**config.mk**
```make
export PLATFORM = sky130hd
export DESIGN_NAME = stx_etx_frame_receiver_core
export DESIGN_NICKNAME = d
export VERILOG_FILES = /design/src/sv/sefr_pkg.sv /design/src/sv/stx_etx_frame_receiver_core.sv
export VERILOG_INCLUDE_DIRS = /design/src /design/src/sv
export SDC_FILE = /design/constraint.sdc
export NUM_CORES = 1
export LEC_CHECK = 0
export BUFFER_PORTS_ARGS = -buffer_cell sky130_fd_sc_hd__buf_2
export CORE_MARGIN = 2
export CORE_UTILIZATION = 45
export CTS_BUF_LIST = sky130_fd_sc_hd__clkbuf_4 sky130_fd_sc_hd__clkbuf_8 sky130_fd_sc_hd__clkbuf_16
export DETAILED_ROUTE_END_ITERATION = 8
export HOLD_SLACK_MARGIN = 0.03
export PLACE_DENSITY = 0.75
export SYNTH_ARGS = -nofsm -noshare
export SYNTH_HDL_FRONTEND = slang
export SYNTH_SLANG_ARGS = --single-unit
```
**constraint.sdc**
```tcl
create_clock -name clk -period 2.69 [get_ports clk]
set_input_delay 0.269 -clock clk [delete_from_list [all_inputs] [get_ports clk]]
set_output_delay 0.269 -clock clk [all_outputs]
set_load 0.03 [all_outputs]
```
**src/sv/stx_etx_frame_receiver_core_macros.svh**
```systemverilog
// ---------------------------------------------------------------------------
// Assertion macros for the framed packet receiver.
// Define NO_ASSERTIONS to compile the checks out.
// ---------------------------------------------------------------------------
`ifndef STX_ETX_FRAME_RECEIVER_CORE_MACROS_SVH
`define STX_ETX_FRAME_RECEIVER_CORE_MACROS_SVH

`ifndef NO_ASSERTIONS

// Same-cycle implication, disabled during reset.
`define SEFR_ASSERT_NOW(label, clk, rst_n, ante, cons, msg) \
    label: assert property (@(posedge clk) disable iff (!rst_n) (ante) |-> (cons)) \
        else $error(msg);

// Next-cycle implication, disabled during reset.
`define SEFR_ASSERT_NEXT(label, clk, rst_n, ante, cons, msg) \
    label: assert property (@(posedge clk) disable iff (!rst_n) (ante) |=> (cons)) \
        else $error(msg);

`else

`define SEFR_ASSERT_NOW(label, clk, rst_n, ante, cons, msg)
`define SEFR_ASSERT_NEXT(label, clk, rst_n, ante, cons, msg)

`endif

`endif

```
**src/sv/sefr_pkg.sv**
```systemverilog
`timescale 1ns / 1ps
// ---------------------------------------------------------------------------
// sefr_pkg
// Byte codes, error codes and the result record of the frame receiver.
// ---------------------------------------------------------------------------
package sefr_pkg;

    // Framing and reply bytes.
    localparam logic [7:0] STX_BYTE = 8'h02;
    localparam logic [7:0] ETX_BYTE = 8'h03;
    localparam logic [7:0] ACK_BYTE = 8'h06;
    localparam logic [7:0] NAK_BYTE = 8'h15;

    // Abort command code after reset.
    localparam logic [7:0] ABORT_CODE_RESET = 8'h02;

    // Result kinds.
    localparam logic KIND_PAYLOAD = 1'b0;
    localparam logic KIND_VERDICT = 1'b1;

    // Verdict error codes.
    localparam logic [1:0] ERR_NONE = 2'd0;
    localparam logic [1:0] ERR_CSUM = 2'd1;
    localparam logic [1:0] ERR_ETX  = 2'd2;

    // Width of the packed result tdata (45 bits used, padded to bytes).
    localparam int RESULT_BITS = 45;
    localparam int TDATA_BITS  = 48;

    // One result item; the field order matches the tdata packing from the top
    // bit down (has_payload highest, payload_byte lowest).
    typedef struct packed {
        logic       has_payload;
        logic       abort_request;
        logic [1:0] error_code;
        logic [7:0] reply_byte;
        logic       frame_ok;
        logic [7:0] frame_length;
        logic [7:0] command;
        logic [7:0] payload_index;
        logic [7:0] payload_byte;
    } result_t;

endpackage

```
**src/sv/stx_etx_frame_receiver_core.sv**
```systemverilog
`timescale 1ns / 1ps
// ---------------------------------------------------------------------------
// stx_etx_frame_receiver_core
// Hunts for STX framed packets in a received byte stream, streams out the
// payload bytes and gives one ACK/NAK verdict per frame.
// ---------------------------------------------------------------------------
//  Channel   Dir   Moves
//  s_axis    in    received bytes (tdata[7:0] = rx_byte)
//  m_axis    out   payload items (tuser 0) and frame verdicts (tuser 1)
//  cfg       in    abort command code write (cfg_data)
//
//  Each byte is handled in the cycle it is accepted; one byte per cycle while s_axis_tready is high.
//  Its result, if any, is registered into the result register, or into the skid register while a result waits.
//  The loops are the phase register, the 8-bit byte count and the 8-bit running sum.
//  A two-entry output (result register plus skid register) lets a byte be
//  taken while a result waits; s_axis_tready drops only when both are full.
//  Reset returns to start-byte hunting with the abort code at 0x02.
// ---------------------------------------------------------------------------
`include "stx_etx_frame_receiver_core_macros.svh"

module stx_etx_frame_receiver_core
    import sefr_pkg::*;
(
    input  logic                  clk,
    input  logic                  rst_n,
    // Received byte stream.
    input  logic                  s_axis_tvalid,
    output logic                  s_axis_tready,
    input  logic [7:0]            s_axis_tdata,   // [7:0] rx_byte
    // Result stream.
    output logic                  m_axis_tvalid,
    input  logic                  m_axis_tready,
    output logic [TDATA_BITS-1:0] m_axis_tdata,   // [7:0] payload_byte,
                                                  // [15:8] payload_index,
                                                  // [23:16] command,
                                                  // [31:24] frame_length,
                                                  // [32] frame_ok,
                                                  // [40:33] reply_byte,
                                                  // [42:41] error_code,
                                                  // [43] abort_request,
                                                  // [44] has_payload,
                                                  // [47:45] zero
    output logic                  m_axis_tuser,   // [0] kind
    // Configuration write.
    input  logic                  cfg_valid,
    output logic                  cfg_ready,
    input  logic [7:0]            cfg_data
);

    typedef enum logic [2:0] {
        PH_HUNT = 3'd0,
        PH_CMD  = 3'd1,
        PH_LEN  = 3'd2,
        PH_DATA = 3'd3,
        PH_CSUM = 3'd4,
        PH_END  = 3'd5
    } phase_t;

    phase_t     phase_reg, phase_next;
    logic [7:0] abort_code_reg;
    logic [7:0] command_reg, command_next;
    logic [7:0] length_reg, length_next;
    logic [7:0] count_reg, count_next;
    logic [7:0] sum_reg, sum_next;
    logic [7:0] csum_reg, csum_next;

    logic       out_valid_reg, out_valid_next;
    logic       out_kind_reg, out_kind_next;
    result_t    out_data_reg, out_data_next;
    logic       skid_valid_reg, skid_valid_next;
    logic       skid_kind_reg, skid_kind_next;
    result_t    skid_data_reg, skid_data_next;

    logic       accept;
    logic       pop;
    logic       push;
    logic       res_kind;
    result_t    res;
    logic       etx_ok;
    logic       sum_ok;
    logic [7:0] count_inc;

    // Handshakes: a byte is taken whenever the skid register is free.
    assign s_axis_tready = !skid_valid_reg;
    assign accept        = s_axis_tvalid && s_axis_tready;
    assign pop           = out_valid_reg && m_axis_tready;
    assign cfg_ready     = 1'b1;

    assign etx_ok    = (s_axis_tdata == ETX_BYTE);
    assign sum_ok    = (~sum_reg == csum_reg);
    assign count_inc = count_reg + 8'd1;

    // Frame parser: next state and the result the current byte causes.
    always_comb
    begin
        phase_next   = phase_reg;
        command_next = command_reg;
        length_next  = length_reg;
        count_next   = count_reg;
        sum_next     = sum_reg;
        csum_next    = csum_reg;
        push         = 1'b0;
        res_kind     = KIND_PAYLOAD;

        res               = '0;
        res.command       = command_reg;
        res.frame_length  = length_reg;
        res.abort_request = (command_reg == abort_code_reg);
        res.has_payload   = (length_reg != 8'd0);

        unique case (phase_reg)
            PH_CMD:
            begin
                command_next = s_axis_tdata;
                phase_next   = PH_LEN;
            end
            PH_LEN:
            begin
                length_next = s_axis_tdata;
                phase_next  = (s_axis_tdata == 8'd0) ? PH_CSUM : PH_DATA;
            end
            PH_DATA:
            begin
                push              = accept;
                res.payload_byte  = s_axis_tdata;
                res.payload_index = count_reg;
                sum_next          = sum_reg + s_axis_tdata;
                count_next        = count_inc;
                if (count_inc == length_reg)
                begin
                    phase_next = PH_CSUM;
                end
            end
            PH_CSUM:
            begin
                csum_next  = s_axis_tdata;
                phase_next = PH_END;
            end
            PH_END:
            begin
                push           = accept;
                res_kind       = KIND_VERDICT;
                res.frame_ok   = etx_ok && sum_ok;
                res.reply_byte = (etx_ok && sum_ok) ? ACK_BYTE : NAK_BYTE;
                // An end byte fault wins over a checksum fault.
                priority if (!etx_ok)
                    res.error_code = ERR_ETX;
                else if (!sum_ok)
                    res.error_code = ERR_CSUM;
                else
                    res.error_code = ERR_NONE;
                phase_next = PH_HUNT;
            end
            default:
            begin
                // Hunting; unused phase codes behave the same way.
                if (s_axis_tdata == STX_BYTE)
                begin
                    phase_next = PH_CMD;
                    sum_next   = 8'd0;
                    count_next = 8'd0;
                end
                else
                begin
                    phase_next = PH_HUNT;
                end
            end
        endcase
    end

    // Output register and skid register steering.
    always_comb
    begin
        out_valid_next  = out_valid_reg;
        out_kind_next   = out_kind_reg;
        out_data_next   = out_data_reg;
        skid_valid_next = skid_valid_reg;
        skid_kind_next  = skid_kind_reg;
        skid_data_next  = skid_data_reg;

        if (pop || !out_valid_reg)
        begin
            if (skid_valid_reg)
            begin
                out_valid_next  = 1'b1;
                out_kind_next   = skid_kind_reg;
                out_data_next   = skid_data_reg;
                skid_valid_next = 1'b0;
            end
            else
            begin
                out_valid_next = push;
                out_kind_next  = res_kind;
                out_data_next  = res;
            end
        end
        else if (push)
        begin
            skid_valid_next = 1'b1;
            skid_kind_next  = res_kind;
            skid_data_next  = res;
        end
    end

    // State and registered outputs.
    always_ff @(posedge clk or negedge rst_n)
    begin
        if (!rst_n)
        begin
            phase_reg      <= PH_HUNT;
            abort_code_reg <= ABORT_CODE_RESET;
            command_reg    <= 8'd0;
            length_reg     <= 8'd0;
            count_reg      <= 8'd0;
            sum_reg        <= 8'd0;
            csum_reg       <= 8'd0;
            out_valid_reg  <= 1'b0;
            out_kind_reg   <= KIND_PAYLOAD;
            out_data_reg   <= '0;
            skid_valid_reg <= 1'b0;
            skid_kind_reg  <= KIND_PAYLOAD;
            skid_data_reg  <= '0;
        end
        else
        begin
            if (accept)
            begin
                phase_reg   <= phase_next;
                command_reg <= command_next;
                length_reg  <= length_next;
                count_reg   <= count_next;
                sum_reg     <= sum_next;
                csum_reg    <= csum_next;
            end
            if (cfg_valid && cfg_ready)
            begin
                abort_code_reg <= cfg_data;
            end
            out_valid_reg  <= out_valid_next;
            out_kind_reg   <= out_kind_next;
            out_data_reg   <= out_data_next;
            skid_valid_reg <= skid_valid_next;
            skid_kind_reg  <= skid_kind_next;
            skid_data_reg  <= skid_data_next;
        end
    end

    assign m_axis_tvalid = out_valid_reg;
    assign m_axis_tuser  = out_kind_reg;
    assign m_axis_tdata  = {{(TDATA_BITS - RESULT_BITS){1'b0}}, out_data_reg};

    // Checks on the output buffering and the verdict contents.
    `SEFR_ASSERT_NOW(a_skid_behind_out, clk, rst_n, skid_valid_reg, out_valid_reg, "skid holds a result while the output register is empty")
    `SEFR_ASSERT_NEXT(a_payload_emitted, clk, rst_n, accept && (phase_reg == PH_DATA), m_axis_tvalid, "payload byte accepted but no result presented")
    `SEFR_ASSERT_NOW(a_verdict_reply, clk, rst_n, m_axis_tvalid && (m_axis_tuser == KIND_VERDICT), out_data_reg.frame_ok == (out_data_reg.reply_byte == ACK_BYTE), "verdict reply byte disagrees with frame_ok")

endmodule
```
==> impl_results.md, run 1 <==
* Adder-cell share of the synthesized area at 0.0193
* Area post-placement at 6680 µm²
* Post-DP HPWL at 9580 µm
* Cells after synthesis at 608
* CP required at 3.04 ns
* DRT Wirelength at 13500 µm
* Io pins at 73
* Status: complete, no violations
* Clock Power Share at 0.273
* Synthesis Warnings at 0
* Overall Global Routing Usage at 0.195
* Diodes inserted at 0
* Synth top area share at 0.522
* Rows at 43
* Number of global-route vias before repair at 4574
* Port bufs at 64
* Chip height at 122 µm
* Number of CTS-inserted buffers at 17
* Tcrit/Tclk final at 0.839
* Nets at 695
* First-pass GRT wire length at about 22000 µm
* Static Leak at between 3 and 4 nW
* Via density at roughly 5.3
* Clock latency on the worst-skew pair at 0.42 ns
* Worst Setup Path Type: reg2reg
* Pins Over Slew Limit at 0
* Ratio of cells with drive above 1 in the final layout at 0.245
* Sequential power share at 0.400
* CP Launch Type: flip-flop
* Total number of vias at 4509
* Core area at 13700 µm²
* Synth Area in XOR/XNOR at 0.0436
* Hold Crit Class: in2reg
* DRT antenna net count at 0
* Reg clk slew, reported paths at ~0.060 ns
* WL/cell at 15.7 µm
* Peak VDD IR at ~0.55 mV
* Distinct cells, synth at 51
* RD Place Congestion at around 0.91
* Initial antenna violation count at 0
* Power per cell area at 1090 nW/µm²
* CTS tree: done
* RSZ-0062 raised after global routing: no
* Fmax at 0.443 GHz
* Final hold violations at 0
* Fin crit period at 2.26 ns
* CP startpoint: phase_reg[2]$_DFFE_PN0P_
* Register-to-Register Path Depth at 7
* Initial Utilization at 0.454
* Hold path depth at 2
* Crit Path Max Fanout at 30
* Post-route clock skew at 0.00850 ns
* Post-Syn Area per Cell at 10.3 µm²
* H-tree levels at 4
* Share of synthesized registers carrying an async set or reset at 1.00
* First-pass DRT Iterations at 4
* Die footprint at about 15000 µm²
* P&R area growth vs syn at 16.3%
* Mapped Area at roughly 6200 µm²
* Sw Ratio at 0.378
* Psw at 0.00299 W
* Hold_sp: cfg_data[2]
* Worst Tran Pin Value at just over 0.7 ns
* Cell internal pwr at 0.00492 W
* Die Wd at 122 µm
* Flop2flop setup slack at 0.43 ns
* CP arrival at roughly 2.6 ns
* Layout fillers at 1225
* Mux contribution to synthesized area at 0.111
* Max-cap viol count at 0
* Synth area leaders: dfrtp_1 52%, mux2_2 8.5%, o21ai_0 5.9%
* Slew headroom at 0.518
* Largest net degree at the start of global routing at 74
* Root Buffer: clkbuf_16
* Largest family of logic cells by synthesized area: compound AO/OA/AOI/OAI gates
* Synth Area in Simple Gates at 0.127
* CTS Buffer Depth at 2
* Final setup violating endpoints at 0
* Synth area leader: dfrtp_1
* Initial DRC count at 293
* Reg-to-reg critical path endpoint: skid_data_reg[41]$_DFFE_PN0P_
* Setup tns final at 0 ns
* Post-route DRC at 0
* Final instance area at 7250 µm²
* Hold Path End: abort_code_reg[2]$_DFFE_PN0P_
* Grt ovf at 0
* Complex-gate fraction of the synthesized area at 0.128
* Dominant synthesized flop cell: dfrtp_1
* Critical Path End Type: flip-flop
* Post-synth EDFFs at 0
* CTS Sinks at 131
* Combinational power share at 0.327
* Reg2reg start: phase_reg[2]$_DFFE_PN0P_
* Post-synthesis sequential area ratio at 0.526
* Synth Register Bits at 131
worst max-delay path by stage:
| stage | endpoint | cells past startpoint |
|---|---|---|
| final | skid_data_reg[41]$_DFFE_PN0P_ | 7 |
| after global routing | skid_data_reg[15]$_DFFE_PN0P_ | 7 |
| after CTS | skid_data_reg[41]$_DFFE_PN0P_ | 7 |
| after detailed placement | sum_reg[4]$_DFFE_PN0P_ | 7 |
| after global placement | sum_reg[3]$_DFFE_PN0P_ | 7 |
| after floorplan | phase_reg[0]$_DFFE_PN0P_ | 7 |
critical path, stage by stage, from the launching register on:
cell	delay (ns)
dfrtp_1	0.49
and2b_2	0.29
nand2_1	0.07
nand2_1	0.11
nand3_2	0.54
buf_4	0.40
nor3b_1	0.18
a21o_1	0.11
power groups by stage:
stage          registers (W)  logic (W)  clock network, W
2_1_floorplan        0.00343    0.00162                 0
3_3_place_gp         0.00315    0.00253                 0
3_5_place_dp         0.00320    0.00260                 0
4_1_cts              0.00317    0.00262           0.00220
5_1_grt              0.00326    0.00288           0.00229
6_report             0.00317    0.00259           0.00216
synthesized netlist by cell type (3+ instances only):
library cell / count
xnor2_1: 18
clkbuf_1: 21
ha_1: 8
a22o_1: 3
buf_4: 12
a21oi_1: 33
nand3_1: 9
inv_1: 6
o31ai_1: 8
a21o_1: 3
nor4_1: 8
buf_6: 3
dfrtp_1: 130
mux2_2: 47
or3_1: 3
xor2_1: 13
o21ai_0: 74
and3_1: 3
nand2_1: 94
mux2i_1: 16
nor3_1: 7
nor2_1: 41
nand2b_1: 4
buf_2: 7
stage by stage:
stage          worst slack, ns  std cells  hold slack, ns  utilization  total power (W)
4_1_cts                  0.389        858          0.0677        0.528          0.00799
5_1_grt                  0.239        858          0.0746        0.528          0.00843
6_report                 0.433        858          0.0807        0.528          0.00792
3_3_place_gp             0.435        825           0.327        0.487          0.00568
3_5_place_dp             0.328        825           0.337        0.487          0.00580
2_1_floorplan            0.706        614         -0.0266            -          0.00505
logic make-up (layout without fill, tap and decap cells):
family                   Yosys count  in the layout
AO/OA/AOI/OAI                    140            140
XOR/XNOR                          31             31
adder cells (fa/ha/maj)            9              9
buffers and inverters             52            116
flip-flops                       131            131
multiplexers                      63             63
other                              2              8
AND/OR/NAND/NOR                  180            180
cell usage in the layout (no fill, tap or decap), drive strengths merged, types with 2 or more instances in the layout:
cell type,netlist,layout
o21bai,2,2
clkbuf,22,17
mux2,47,47
nor4,8,8
o21a,2,2
nand2b,4,4
o31ai,8,8
nand3,9,9
xor2,13,13
o311ai,2,2
a21oi,34,34
dfrtp,130,130
nand3b,2,2
and3,4,4
conb,2,8
a211oi,3,3
nand2,94,94
or3,3,3
mux2i,16,16
inv,6,9
nor2b,2,2
clkinv,0,10
a21o,3,3
a221oi,2,2
ha,8,8
o21ai,75,75
o22ai,2,2
a22o,3,3
buf,24,77
xnor2,18,18
nor3,7,7
nor2,41,41
timing repair:
action,CTS,global route
gates resized for setup,0,0
buffers inserted,0,0
hold endpoints to repair,43,0
hold buffers,1,0
metal layers:
metal  wire [µm]  global-route usage  share of wire
met5           0                   0              0
met4         257              0.0769          0.019
met3         507              0.0421          0.038
met2        6440               0.319           0.48
met1        6280               0.254           0.47
cell type report:
type	count	area, µm²	share of cell area
Tap cell	180	225	0.0311
Sequential cell	131	3280	0.453
Clock buffer	17	425	0.0587
Timing Repair Buffer	78	443	0.0611
Clock inverter	15	135	0.0186
Inverter	6	22.5	0.00311
Multi-Input combinational cell	431	2720	0.375
No activity file was read; power rests on OpenSTA's default activity.
==> run 2, diff against run 1 <==
--- a/config.mk
+++ b/config.mk
@@ -6,13 +6,14 @@
 export SDC_FILE = /design/constraint.sdc
 export NUM_CORES = 1
 export LEC_CHECK = 0
+export ABC_AREA = 1
 export BUFFER_PORTS_ARGS = -buffer_cell sky130_fd_sc_hd__buf_2
 export CORE_MARGIN = 2
 export CORE_UTILIZATION = 45
 export CTS_BUF_LIST = sky130_fd_sc_hd__clkbuf_4 sky130_fd_sc_hd__clkbuf_8 sky130_fd_sc_hd__clkbuf_16
 export DETAILED_ROUTE_END_ITERATION = 8
 export HOLD_SLACK_MARGIN = 0.03
-export PLACE_DENSITY = 0.75
+export PLACE_DENSITY = 0.78
 export SYNTH_ARGS = -nofsm -noshare
 export SYNTH_HDL_FRONTEND = slang
 export SYNTH_SLANG_ARGS = --single-unit
==> constraint.sdc (replaced) <==
create_clock -name clk -period 2 [get_ports clk]
set_input_delay 0.2 -clock clk [delete_from_list [all_inputs] [get_ports clk]]
set_output_delay 0.2 -clock clk [all_outputs]
set_load 0.03 [all_outputs]
==> impl_results.md, run 2 <==
* Distinct cells, synth at 40 (was 51)
* First-pass GRT wire length at 26500 µm (was 22400 µm)
* Post-Syn Area per Cell at 8.48 µm² (was 10.3 µm²)
* Post-layout util at 0.548 (was 0.528)
* Pins Over Slew Limit at 0 (unchanged)
* Final setup violating endpoints at 0 (unchanged)
* Combinational power share at 0.309 (was 0.327)
* Post-route clock skew at 0.00756 ns (was 0.00850 ns)
* Dpl ws at 0.176 ns (was 0.328 ns)
* Root Buffer: clkbuf_16 (unchanged)
* Initial DRC count at 606 (was 293)
* Number of global-route vias before repair at 5177 (was 4574)
* Top-count cell post-synth: nand2_1 (was dfrtp_1)
* CP Launch Type: flip-flop (unchanged)
* Tcrit/Tclk final at 0.919
* Power per cell area at 1380 nW/µm² (was 1090 nW/µm²)
* Io pins at 73 (unchanged)
* Fin crit period at 1.84 ns
* DRT antenna net count at 0 (unchanged)
* Most frequent cells in the layout: 185 x nand2_1, 128 x dfrtp_1, 79 x a21oi_1 (was 129 x dfrtp_1, 94 x nand2_1, 74 x o21ai_0)
* Via density at 5.35 (was 5.26)
* Hold Crit Class: in2reg (unchanged)
* Chip height at 123 µm (was 122 µm)
* Setup tns final at 0 ns (unchanged)
* Die footprint at 15000 µm² (was 14800 µm²)
* Synth top area share at 0.514 (was 0.522)
* Port bufs at 64 (unchanged)
* First-pass DRT Iterations at 5 (was 4)
* Status: complete, no violations (unchanged)
* Synthesis Warnings at 0 (unchanged)
* Initial antenna violation count at 0 (unchanged)
* Static Leak at 3.79 nW (was 3.28 nW)
* Die Wd at 123 µm (was 122 µm)
* Core area at 13800 µm² (was 13700 µm²)
* Final hold slack at 0.0666 ns (was 0.0807 ns)
* Mux contribution to synthesized area at 0.00712 (was 0.111)
* Synth area leaders: dfrtp_1 51%, nand2_1 11%, a21oi_1 6.3% (was dfrtp_1 52%, mux2_2 8.5%, o21ai_0 5.9%)
* Post-DP HPWL at 10500 µm (was 9580 µm)
* Grt ovf at 0 (unchanged)
* Synth area leader: dfrtp_1 (unchanged)
* Commonest non-fill, non-tap cell in the layout: nand2_1 (was dfrtp_1)
* Ratio of cells with drive above 1 in the final layout at 0.182 (was 0.245)
* Initial Utilization at 0.458 (was 0.454)
* Sw Ratio at 0.379 (was 0.378)
* Psw at 0.00396 W (was 0.00299 W)
* Post-synth EDFFs at 0 (unchanged)
* Cell internal pwr at 0.00648 W (was 0.00492 W)
* Rows at 43 (unchanged)
* Nets at 850 (was 695)
* Worst Setup Path Type: reg2out (was reg2reg)
* Clock Power Share at 0.307 (was 0.273)
* Final hold violations at 0 (unchanged)
* Placed instance count at 972 (was 825)
* Largest family of logic cells by synthesized area: simple AND/OR/NAND/NOR gates (was compound AO/OA/AOI/OAI gates)
* Post-route DRC at 0 (unchanged)
* Setup WS post-layout at 0.163 ns (was 0.433 ns)
* Clock latency on the worst-skew pair at 0.42 ns (about the same)
* Total number of vias at 5424 (was 4509)
* Synth Area in Simple Gates at 0.229 (was 0.127)
* Mapped Area at 6330 µm² (was 6230 µm²)
* Fmax at 0.544 GHz
* H-tree levels at 4 (unchanged)
* Complex-gate fraction of the synthesized area at 0.145 (was 0.128)
* CP arrival at 1.64 ns (was 2.61 ns)
* Number of CTS-inserted buffers at 17 (unchanged)
* Diodes inserted at 0 (unchanged)
* Reg clk slew, reported paths at 0.06 ns (about the same)
* CTS tree: done (unchanged)
* Synth Area in XOR/XNOR at 0.0138 (was 0.0436)
* Overall Global Routing Usage at 0.231 (was 0.195)
* Share of synthesized registers carrying an async set or reset at 1.00 (unchanged)
* CTS Sinks at 131 (unchanged)
* Adder-cell share of the synthesized area at 0.0190 (was 0.0193)
* RSZ-0062 raised after global routing: no (unchanged)
* RD Place Congestion at 0.865 (was 0.914)
* Synth Register Bits at 131 (unchanged)
* Cells after synthesis at 746 (was 608)
* Sequential power share at 0.384 (was 0.400)
* P&R area growth vs syn at 19.9% (was 16.3%)
* Dominant synthesized flop cell: dfrtp_1 (unchanged)
* Postcts setup bufs at 0 (unchanged)
* Crit Path Max Fanout at 37 (was 30)
* DRT Wirelength at 15700 µm (was 13500 µm)
* CP required at 1.80 ns (was 3.04 ns)
* Max-cap viol count at 0 (unchanged)
* Largest net degree at the start of global routing at 50 (was 74)
* Peak VDD IR at 0.654 mV (was 0.553 mV)
* Post-synthesis sequential area ratio at 0.518 (was 0.526)
* WL/cell at 15.5 µm (was 15.7 µm)
* Fin cells at 1013 (was 858)
* Top post-synthesis cells by count: 185 x nand2_1, 130 x dfrtp_1, 80 x a21oi_1 (was 130 x dfrtp_1, 94 x nand2_1, 74 x o21ai_0)
* CTS Buffer Depth at 2 (unchanged)
* Critical Path End Type: primary output (was flip-flop)
-- run 2: changes by cell type after synthesis, moves of 9 or more --
cell | before | now
xor2_1 | 13 | 4
nand3_1 | 9 | 52
nor2_1 | 41 | 58
mux2_2 | 47 | 4
o21ai_0 | 74 | 60
mux2i_1 | 16 | 0
or2_2 | 0 | 9
nand2_1 | 94 | 185
inv_1 | 6 | 43
a21oi_1 | 33 | 80
xnor2_1 | 18 | 6
-- run 2: final timing paths --
path	slack (ns)	from	endpoint	cells after the start
max	0.16	skid_valid_reg$_DFFE_PN0P_	s_axis_tready	3
min	0.07	s_axis_tdata[4]	m_axis_tdata[4]$_DFFE_PN0N_	3
max reg2reg	0.19	sum_reg[0]$_DFFE_PN0P_	sum_reg[6]$_DFFE_PN0P_	9
min reg2reg	0.48	skid_data_reg[44]$_DFFE_PN0P_	skid_data_reg[44]$_DFFE_PN0P_	2
max in group asynchronous	1.02	rst_n	skid_valid_reg$_DFFE_PN0P_	3
min in group asynchronous	0.27	rst_n	length_reg[7]$_DFFE_PN0P_	2
-- run 2: worst max-delay path, cell delays in order, from the launching register on --
cell and delay, ns:
dfrtp_2 0.49, clkinv_1 0.25, buf_12 0.25, buf_2 0.20
-- run 2: logic make-up (layout without fill, tap and decap cells) --
logic type,after synthesis,after routing
multiplexers,4,4
adder cells (fa/ha/maj),9,9
AO/OA/AOI/OAI,169,169
other,2,8
XOR/XNOR,10,10
AND/OR/NAND/NOR,327,327
flip-flops,131,131
buffers and inverters,94,175
-- run 2: area by class of cell --
| type | count | area, µm² |
|---|---|---|
| inverter | 51 | 191 |
| sequential | 131 | 3280 |
| clock buffer | 19 | 453 |
| clock inverter | 13 | 159 |
| tap | 180 | 225 |
| timing repair buffer | 92 | 618 |
| fill | 1213 | 6240 |
| multi-input combinational | 527 | 2660 |
-- run 2: metal layers --
metal / global-route usage / vias to the layer above / routed length (µm)
met4: 0.0797 / 0 / 251
met1: 0.332 / 2616 / 7170
li1: - / 2606 / -
met5: 0 / - / 0
met3: 0.0465 / 24 / 804
met2: 0.348 / 178 / 7470
-- run 2: power by group through the flow --
stage	sequential [W]	combinational [W]	clock, W
finish	0.00401	0.00323	0.00320
global placement	0.00401	0.00311	0
global route	0.00411	0.00364	0.00337
CTS	0.00399	0.00323	0.00324
detailed placement	0.00402	0.00318	0
floorplan	0.00435	0.00190	0
-- run 2: repair_timing --
item | CTS | global route
resized for setup | 0 | 4
hold buffers | 9 | 0
setup endpoints to repair | 0 | 5
hold endpoints to repair | 37 | 0
-- run 2: per-stage QoR --
stage               instance area (µm²)  power (W)
floorplan                          6350    0.00626
global placement                   6870    0.00712
finish                             7580     0.0104
detailed placement                 6870    0.00721
CTS                                7570     0.0105
global route                       7580     0.0111
==> run 3, diff against run 2 <==
--- a/config.mk
+++ b/config.mk
@@ -6,7 +6,6 @@
 export SDC_FILE = /design/constraint.sdc
 export NUM_CORES = 1
 export LEC_CHECK = 0
-export ABC_AREA = 1
 export BUFFER_PORTS_ARGS = -buffer_cell sky130_fd_sc_hd__buf_2
 export CORE_MARGIN = 2
 export CORE_UTILIZATION = 45
==> impl_results.md, run 3 (synthesis results as in run 1) <==
* Status: complete, no violations (unchanged)
* Static Leak at 3.42 nW (was 3.79 nW)
* Hold path depth at 3 (unchanged)
* Diodes inserted at 0 (unchanged)
* CTS Sinks at 131 (unchanged)
* Bufs and invs on worst path at 0 (was 3)
* Port bufs at 64 (unchanged)
* Root Buffer: clkbuf_16 (unchanged)
* Die Wd at 122 µm (was 123 µm)
* CTS Buffer Depth at 2 (unchanged)
* Final setup violating endpoints at 0 (unchanged)
* Psw at 0.00413 W (was 0.00396 W)
* Hold Crit Class: in2reg (unchanged)
* Fin crit period at 1.99 ns (was 1.84 ns)
* Number of global-route vias before repair at 4647 (was 5177)
* Fmax at 0.501 GHz (was 0.544 GHz)
* Rows at 43 (unchanged)
* First-pass DRT Iterations at 5 (unchanged)
* Final hold violations at 0 (unchanged)
* Cell internal pwr at 0.00721 W (was 0.00648 W)
* Crit Path Max Fanout at 3 (was 37)
* WL/cell at 16.1 µm (was 15.5 µm)
* Grt met2 use at 0.338 (was 0.348)
* Gr busiest metal: met2 (unchanged)
* Initial Utilization at 0.454 (was 0.458)
* Crit path max-delay cell type: or4_4 (was dfrtp_2)
* Reg clk slew, reported paths at 0.06 ns (about the same)
* Initial DRC count at 338 (was 606)
* CP Launch Type: flip-flop (unchanged)
* RD Place Congestion at 0.867 (was 0.865)
* Largest net degree at the start of global routing at 74 (was 50)
* Final instance area at 7610 µm² (was 7580 µm²)
* Sequential power share at 0.374 (was 0.384)
* Ratio of cells with drive above 1 in the final layout at 0.269 (was 0.182)
* Delay-heaviest family, CP: simple AND/OR/NAND/NOR gates (was buffers and inverters)
* First-pass GRT wire length at 23200 µm (was 26500 µm)
* CP Depth at 7 (was 3)
* DRT antenna net count at 0 (unchanged)
* Nets at 718 (was 850)
* Overall Global Routing Usage at 0.203 (was 0.231)
* DRT Wirelength at 14100 µm (was 15700 µm)
* Critical Path End Type: flip-flop (was primary output)
* Sw Ratio at 0.364 (was 0.379)
* Multi-input logic area at 2770 µm² (was 2660 µm²)
* Clock latency on the worst-skew pair at 0.42 ns (about the same)
* Sequential cell area at 3280 µm² (about the same)
* Met1 GRT Util at 0.256 (was 0.332)
* Pins Over Slew Limit at 0 (unchanged)
* CP arrival at 2.27 ns (was 1.64 ns)
* Post-route DRC at 0 (unchanged)
* Crit-path cells: ha_4, and3_4, o21ai_1, o22ai_1, or4_4, a21oi_4, o21ai_0 (was clkinv_1, buf_12, buf_2)
* Chip height at 122 µm (was 123 µm)
* Initial antenna violation count at 0 (unchanged)
* Area post-placement at 6830 µm² (was 6870 µm²)
* Slew headroom at 0.646
* Post-layout util at 0.555 (was 0.548)
* Power per cell area at 1490 nW/µm² (was 1380 nW/µm²)
* CP max stage delay at 0.55 ns (was 0.49 ns)
* Worst Setup Path Type: reg2reg (was reg2out)
* Combinational power share at 0.335 (was 0.309)
* Via density at 5.36 (was 5.35)
* Register-to-Register Path Depth at 7 (was 9)
* Post-route clock skew at 0.00883 ns (was 0.00756 ns)
* Max-cap viol count at 0 (unchanged)
* P&R area growth vs syn at 22.2% (was 19.9%)
* Total number of vias at 4716 (was 5424)
* CP required at 2.28 ns (was 1.80 ns)
* Most frequent cells in the layout: 129 x dfrtp_1, 94 x nand2_1, 72 x o21ai_0 (was 185 x nand2_1, 128 x dfrtp_1, 79 x a21oi_1)
* Clock Power Share at 0.290 (was 0.307)
* Tcrit/Tclk final at 0.997 (was 0.919)
* H-tree levels at 4 (unchanged)
* Io pins at 73 (unchanged)
* Met3 Use GR at 0.0515 (was 0.0465)
* Peak VDD IR at 0.767 mV (was 0.654 mV)
* RSZ-0062 raised after global routing: yes (was no)
* Worst Tran Pin Value at ~0.53 ns
* Post-DP HPWL at 9770 µm (was 10500 µm)
* Number of CTS-inserted buffers at 17 (unchanged)
* Grt ovf at 0 (unchanged)
* Core area at 13700 µm² (was 13800 µm²)
* Layout fillers at 1184 (was 1213)
* CTS tree: done (unchanged)
* Die footprint at 14800 µm² (was 15000 µm²)
* Commonest non-fill, non-tap cell in the layout: dfrtp_1 (was nand2_1)
[run 3: changes by cell type in the layout (fill, tap and decap cells not counted), moves of 11 or more]
cell	previous run	this run
nand3_1	52	7
xnor2_1	6	17
nand2_1	185	94
inv_1	43	6
mux2_2	4	47
mux2i_1	0	16
nor2_1	58	41
o21ai_0	60	72
a21oi_1	79	32
[run 3: final timing paths]
kind | start | endpoint | slack [ns]
worst min register to register | m_axis_tdata[7]$_DFFE_PN0N_ | m_axis_tdata[7]$_DFFE_PN0N_ | 0.47
worst min-delay path | s_axis_tvalid | m_axis_tvalid$_DFFE_PN0N_ | 0.07
worst max-delay path | count_reg[1]$_DFFE_PN0P_ | phase_reg[0]$_DFFE_PN0P_ | 0.005
min in group asynchronous | rst_n | m_axis_tdata[1]$_DFFE_PN0N_ | 0.30
max in group asynchronous | rst_n | abort_code_reg[1]$_DFFE_PN1P_ | 1.02
worst max register to register | count_reg[1]$_DFFE_PN0P_ | phase_reg[0]$_DFFE_PN0P_ | 0.005
[run 3: area by class of cell]
cell class              count  area share
clock inverters            12      0.0237
flip-flops and latches    131       0.431
repair buffers            101      0.0900
well taps                 180      0.0296
clock buffers              19      0.0587
inverters                   6     0.00296
multi-input cells         431       0.364
[run 3: metal layers]
metal / wire, µm / part of all wire
met1: 6100 / 0.43
met2: 6970 / 0.49
met3: 775 / 0.055
met4: 289 / 0.020
met5: 0 / 0
[run 3: worst min-delay path, delay by kind of cell]
| kind | cells | cell delay (ns) |
|---|---|---|
| buffers and inverters | 1 | 0.11 |
| AO/OA/AOI/OAI | 1 | 0.08 |
| AND/OR/NAND/NOR | 1 | 0.06 |
[run 3: through the flow]
stage | hold slack [ns] | power, W | cells | TNS (ns) | setup WS, ns
finish | 0.0691 | 0.0113 | 880 | 0 | 0.00506
global route | 0.0777 | 0.0121 | 880 | -0.0661 | -0.0428
CTS | 0.0568 | 0.0114 | 879 | 0 | 0.00729
detailed placement | 0.205 | 0.00800 | 839 | -0.106 | -0.0405
global placement | 0.199 | 0.00779 | 839 | 0 | 0.0413
floorplan | -0.0956 | 0.00680 | 614 | 0 | 0.0157
[run 3: power by group through the flow]
stage	sequential, W	clock (W)	combinational (W)
CTS	0.00424	0.00334	0.00378
finish	0.00425	0.00329	0.00380
global route	0.00437	0.00348	0.00421
global placement	0.00419	0	0.00360
detailed placement	0.00427	0	0.00373
floorplan	0.00462	0	0.00218
[run 3: timing repair]
action                     in CTS  in global routing
hold buffers                    9                  0
hold endpoints to repair       43                  0
buffers inserted                0                  1
setup endpoints to repair       4                 17
resized for setup               5                  8
pin swaps                       1                  4
